$ cat src/sv/isms_pkg.sv
// Shared types and constants for the interval set merge table.
package isms_pkg;

  localparam int unsigned MAX_RANGES_DEF = 16;

  typedef enum logic [1:0] {
    CMD_PUT      = 2'd0,
    CMD_CONTAINS = 2'd1,
    CMD_REWIND   = 2'd2,
    CMD_ADVANCE  = 2'd3
  } cmd_t;

  localparam logic [1:0] ST_OK    = 2'd0;
  localparam logic [1:0] ST_FULL  = 2'd1;
  localparam logic [1:0] ST_END   = 2'd2;
  localparam logic [1:0] ST_OVFL  = 2'd3;

  // per-cell operation broadcast by the sequencer
  typedef enum logic [1:0] {
    OP_HOLD = 2'd0,
    OP_INS  = 2'd1,
    OP_MRG  = 2'd2,
    OP_ABS  = 2'd3
  } cel_op_t;

  typedef struct packed {
    cel_op_t     op;
    logic [31:0] s;
    logic [31:0] len;
    logic [32:0] ne;
  } cel_ctl_t;

  typedef enum logic [2:0] {
    S_IDLE  = 3'b001,
    S_EVAL  = 3'b010,
    S_MERGE = 3'b100
  } state_t;

endpackage

$ cat src/sv/isms_cell.sv
// One table slot: holds a range and trades it with its neighbors.
module isms_cell import isms_pkg::*; (
  input  logic        clk,
  input  cel_ctl_t    ctl,
  input  logic        vld,
  input  logic        left_blw,
  input  logic [31:0] l_st,
  input  logic [31:0] l_len,
  input  logic        r_vld,
  input  logic [31:0] r_st,
  input  logic [31:0] r_len,
  input  logic [32:0] r_end,
  output logic [31:0] st,
  output logic [31:0] len,
  output logic [32:0] end_o,
  output logic        blw,
  output logic        ovl,
  output logic        hit,
  output logic        cand
);

  logic [31:0] st_r, st_nxt, len_r, len_nxt;
  logic        mk_r, ak_r;
  logic        wr_r, wr_nxt;
  logic [32:0] end_w, end_m, me, span;
  logic [31:0] ms;
  logic        pos, aft;

  assign end_w = {1'b0, st_r} + {1'b0, len_r};
  // merged span of 2^32 wraps the stored length; keep the true end while absorbing
  assign end_m = wr_r ? 33'h1_0000_0000 : end_w;
  assign blw   = vld && (end_w < {1'b0, ctl.s});
  assign ovl   = vld && !blw && ({1'b0, st_r} <= ctl.ne);
  assign hit   = vld && (ctl.s >= st_r) && (ctl.ne <= end_w);
  assign pos   = left_blw && !blw;   // first slot not wholly below the new range
  assign aft   = !left_blw;
  assign cand  = mk_r && r_vld && ({1'b0, r_st} <= end_m);

  assign st    = st_r;
  assign len   = len_r;
  assign end_o = end_w;

  always_comb begin
    st_nxt  = st_r;
    len_nxt = len_r;
    wr_nxt  = wr_r;
    ms      = st_r;
    me      = end_w;
    span    = '0;
    case (ctl.op)
      OP_INS: begin
        if (pos) begin
          st_nxt  = ctl.s;
          len_nxt = ctl.len;
        end else if (aft) begin
          st_nxt  = l_st;
          len_nxt = l_len;
        end
      end
      OP_MRG: begin
        wr_nxt = 1'b0;
        if (pos) begin
          ms      = (ctl.s < st_r) ? ctl.s : st_r;
          me      = (ctl.ne > end_w) ? ctl.ne : end_w;
          span    = me - {1'b0, ms};
          st_nxt  = ms;
          len_nxt = span[31:0];
          wr_nxt  = span[32];
        end
      end
      OP_ABS: begin
        if (mk_r) begin
          me      = (r_end > end_m) ? r_end : end_m;
          span    = me - {1'b0, st_r};
          len_nxt = span[31:0];
          wr_nxt  = span[32];
        end else if (ak_r) begin
          st_nxt  = r_st;
          len_nxt = r_len;
        end
      end
      default: ;
    endcase
  end

  always_ff @(posedge clk) begin
    st_r  <= st_nxt;
    len_r <= len_nxt;
    wr_r  <= wr_nxt;
    if (ctl.op == OP_MRG) begin
      mk_r <= pos;
      ak_r <= aft;
    end
  end

endmodule
$ cat config.mk
export PLATFORM = sky130hd
export DESIGN_NAME = isms_cell
export DESIGN_NICKNAME = d
export VERILOG_FILES = /design/src/sv/isms_pkg.sv /design/src/sv/isms_cell.sv
export SDC_FILE = /design/constraint.sdc
export NUM_CORES = 1
export LEC_CHECK = 0
export BUFFER_PORTS_ARGS = -buffer_cell sky130_fd_sc_hd__buf_2
export CAP_MARGIN = 40
export CORE_UTILIZATION = 60
export DETAILED_ROUTE_END_ITERATION = 8
export PLACE_DENSITY = 0.89
export SETUP_SLACK_MARGIN = 0.05
export SLEW_MARGIN = 20
export SYNTH_ARGS = -nofsm -noshare
export SYNTH_HDL_FRONTEND = slang
export SYNTH_SLANG_ARGS = --single-unit
$ cat constraint.sdc
create_clock -name clk -period 13.1 [get_ports clk]
set_input_delay 1.31 -clock clk [delete_from_list [all_inputs] [get_ports clk]]
set_output_delay 1.31 -clock clk [all_outputs]
set_load 0.02 [all_outputs]
==> flow_metrics.env <==
export IMPL_die_x_um=160
export IMPL_grt_use_total_pct=49.6
export IMPL_grt_pass1_wl_mm=96.2
export IMPL_vias=18000
export IMPL_setup_worst_path_start_class="flip-flop"
export IMPL_cpMaxStageDelayCell="xor2_1"
export IMPL_syn_nets=2503
export IMPL_cts_buffers=9
export IMPL_first_global_vias=16600
export IMPL_io_pins=365
export IMPL_ys_async_sr_fraction_pct=0
export IMPL_num_rows=57
export IMPL_synth_warnings=0
export IMPL_yosys_area_top_type="ha_1"
export IMPL_cts_setup_buffers=0
export IMPL_status="complete, no violations"
export IMPL_yosysMostFrequentCell="ha_1"
export IMPL_grt_max_degree=63
export IMPL_fill_cells=2014
export IMPL_ctsRootBufferMaster="clkbuf_16"
export IMPL_holdBufCountCts=0
export IMPL_vias_per_cell=6.88
export IMPL_yosysTopAreaCellShare_pct=24.1
export IMPL_firstDrtPassIters=6
export IMPL_drive_gt1_share_pct=19.9
export IMPL_period_share_pct=66.1
export IMPL_maxCapViolations=0
export IMPL_hold_class="flip-flop to flip-flop"
export IMPL_hold_violations=0
export IMPL_synthCells=1947
export IMPL_drv_slew=0
export IMPL_place_port_buffers=364
export IMPL_cts_buffer_depth=2
export IMPL_synth_seq_cells=67
export IMPL_synth_top_cells_by_area="ha_1, edfxtp_1, a21oi_1, mux2i_1, o21ai_0"
export IMPL_hold_slack_ns=1.00
export IMPL_tns_ns=0
export IMPL_final_util_pct=72.1
export IMPL_antenna_found_initial=3
export IMPL_core_area_sq_mm=0.0245
export IMPL_htreeDepth=3
export IMPL_arrival_ns=8.74
export IMPL_path_clk_slew_ns=0.07
export IMPL_route_final_wire_length_mm=65.5
export IMPL_synth_edff_count=67
export IMPL_worst_pin_slew_ns=0.919
export IMPL_wl_per_cell_um=25.0
export IMPL_ctsResizeCount=0
export IMPL_place_congestion=1.11
export IMPL_drc=0
export IMPL_critical_path_max_stage_delay_ns=0.65
export IMPL_clock_sinks=67
export IMPL_die_h_um=160
export IMPL_finalSetupViolCount=0
export IMPL_cts_tree="done"
export IMPL_critical_path_max_fanout=50
export IMPL_dpl_hpwl_mm=53.7
export IMPL_fin_nets=2846
export IMPL_worstSkewPairLatency_ns=0.36
export IMPL_grt_ovfl_total=0
export IMPL_rsz0062_at_grt="no"
export IMPL_fmax_mhz=115
export IMPL_end_kind="flip-flop"
export IMPL_die_area_sq_mm=0.0257
export IMPL_area_growth_syn_to_layout_pct=17.3
export IMPL_syn_area_sq_mm=0.0150
export IMPL_start_util_pct=61.4
export IMPL_postSynthAreaPerCell_sq_um=7.72
export IMPL_synth_common_cells="ha_1, a21oi_1, inv_1"
export IMPL_finClkSkew_ns=0.0205
export IMPL_min_period_ns=8.66
export IMPL_synth_cell_types=81
export IMPL_drtIter0Drc=2973
export IMPL_crit_top_cell="a21oi_1"
export IMPL_cp_required_ns=13.18
export IMPL_ant_nets=0
export IMPL_ys_seq_area_share_pct=13.4
export IMPL_maxSlewHeadroom_pct=38.3
export IMPL_synth_main_ff_cell="edfxtp_1"
export IMPL_crit_type="flip-flop to flip-flop"
## layout make-up
type / instances / area (sq um) / share of cell area [%]
inverter: 179 / 672 / 3.81
clock inverter: 5 / 21.3 / 0.121
timing repair buffer: 407 / 2200 / 12.5
sequential: 67 / 2010 / 11.4
multi-input combinational: 1626 / 12100 / 68.5
antenna: 1 / 2.50 / 0.0142
tap: 324 / 405 / 2.30
clock buffer: 10 / 229 / 1.30
## per-layer routing
metal	routed length [um]	GRT usage [%]	up-vias
met5	13	0	-
met4	2980	19.6	2
met3	11800	19.0	224
met2	25700	70.1	1548
met1	25000	67.0	8223
li1	-	-	8009
## critical path, delay by kind of cell (launching register included)
kind                       cells  cell delay (ns)
DFF                            1             0.52
muxes                          1             0.16
xor gates and xnor gates       2             0.82
adders and majority gates      5             1.56
and+or+nand+nor                7             1.59
buffers and inverters          1             0.24
AOI/OAI and AO/OA             15             3.47
## cells in the final DEF, fill, tap and decap left out, types with 5 or more instances in the layout
cell       count
a31o_2         9
xnor2_1       47
edfxtp_1      67
o21a_1        15
o31ai_1        9
nor3_1        56
nand4_1       42
mux2i_1       80
a21oi_1      185
nand3_1       33
a211o_1       11
clkinv_1       6
o22ai_1        8
or2_2          8
o21ai_0      148
and4_1         6
nor2b_1       21
a31oi_1       16
nand2b_1      43
a211oi_1      24
mux2_2         5
xor2_1        23
buf_4         38
nand2_1      136
and3_1        19
o2111ai_1      7
ha_1         289
nor4_1         8
inv_1        174
nor2_1       111
buf_2        365
o211ai_1      32
o21bai_1      13
nor3b_1        7
o32ai_1        5
clkbuf_16     10
a2111oi_0      6
a21o_1        93
a221oi_1      36
## worst paths after layout
path	slack (ns)	start	cells past startpoint	to
hold reg to reg	1.00	st[15]$_DFFE_PP_	2	st[15]$_DFFE_PP_
setup reg to reg	4.44	st[0]$_DFFE_PP_	31	wr_r$_DFFE_PP_
setup / recovery	4.44	st[0]$_DFFE_PP_	31	wr_r$_DFFE_PP_
hold / removal	1.00	st[15]$_DFFE_PP_	2	st[15]$_DFFE_PP_
## flip-flops by register name (all words and copies together), names as in the netlist
register	flops
len	32
st	32
ak_r	1
mk_r	1
wr_r	1
## per-stage QoR
stage	area (sq um)	worst slack, ns	std cells
finish	17600	4.44	2619
global route	17600	3.83	2619
CTS	17600	4.69	2616
detailed placement	17300	4.75	2601
global placement	17300	4.56	2595
floorplan	15000	5.68	1947
## kinds of logic after synthesis
group	Yosys count	synth area share, %
AOI/OAI and AO/OA	669	29.2
and+or+nand+nor	509	16.6
adders and majority gates	292	24.5
buffers and inverters	254	6.46
muxes	86	5.78
xor gates and xnor gates	70	4.08
DFF	67	13.4
Power is left out: the tool's default activity adds up to more than one toggle a clock period on the data nets, which glitch-free logic cannot reach.
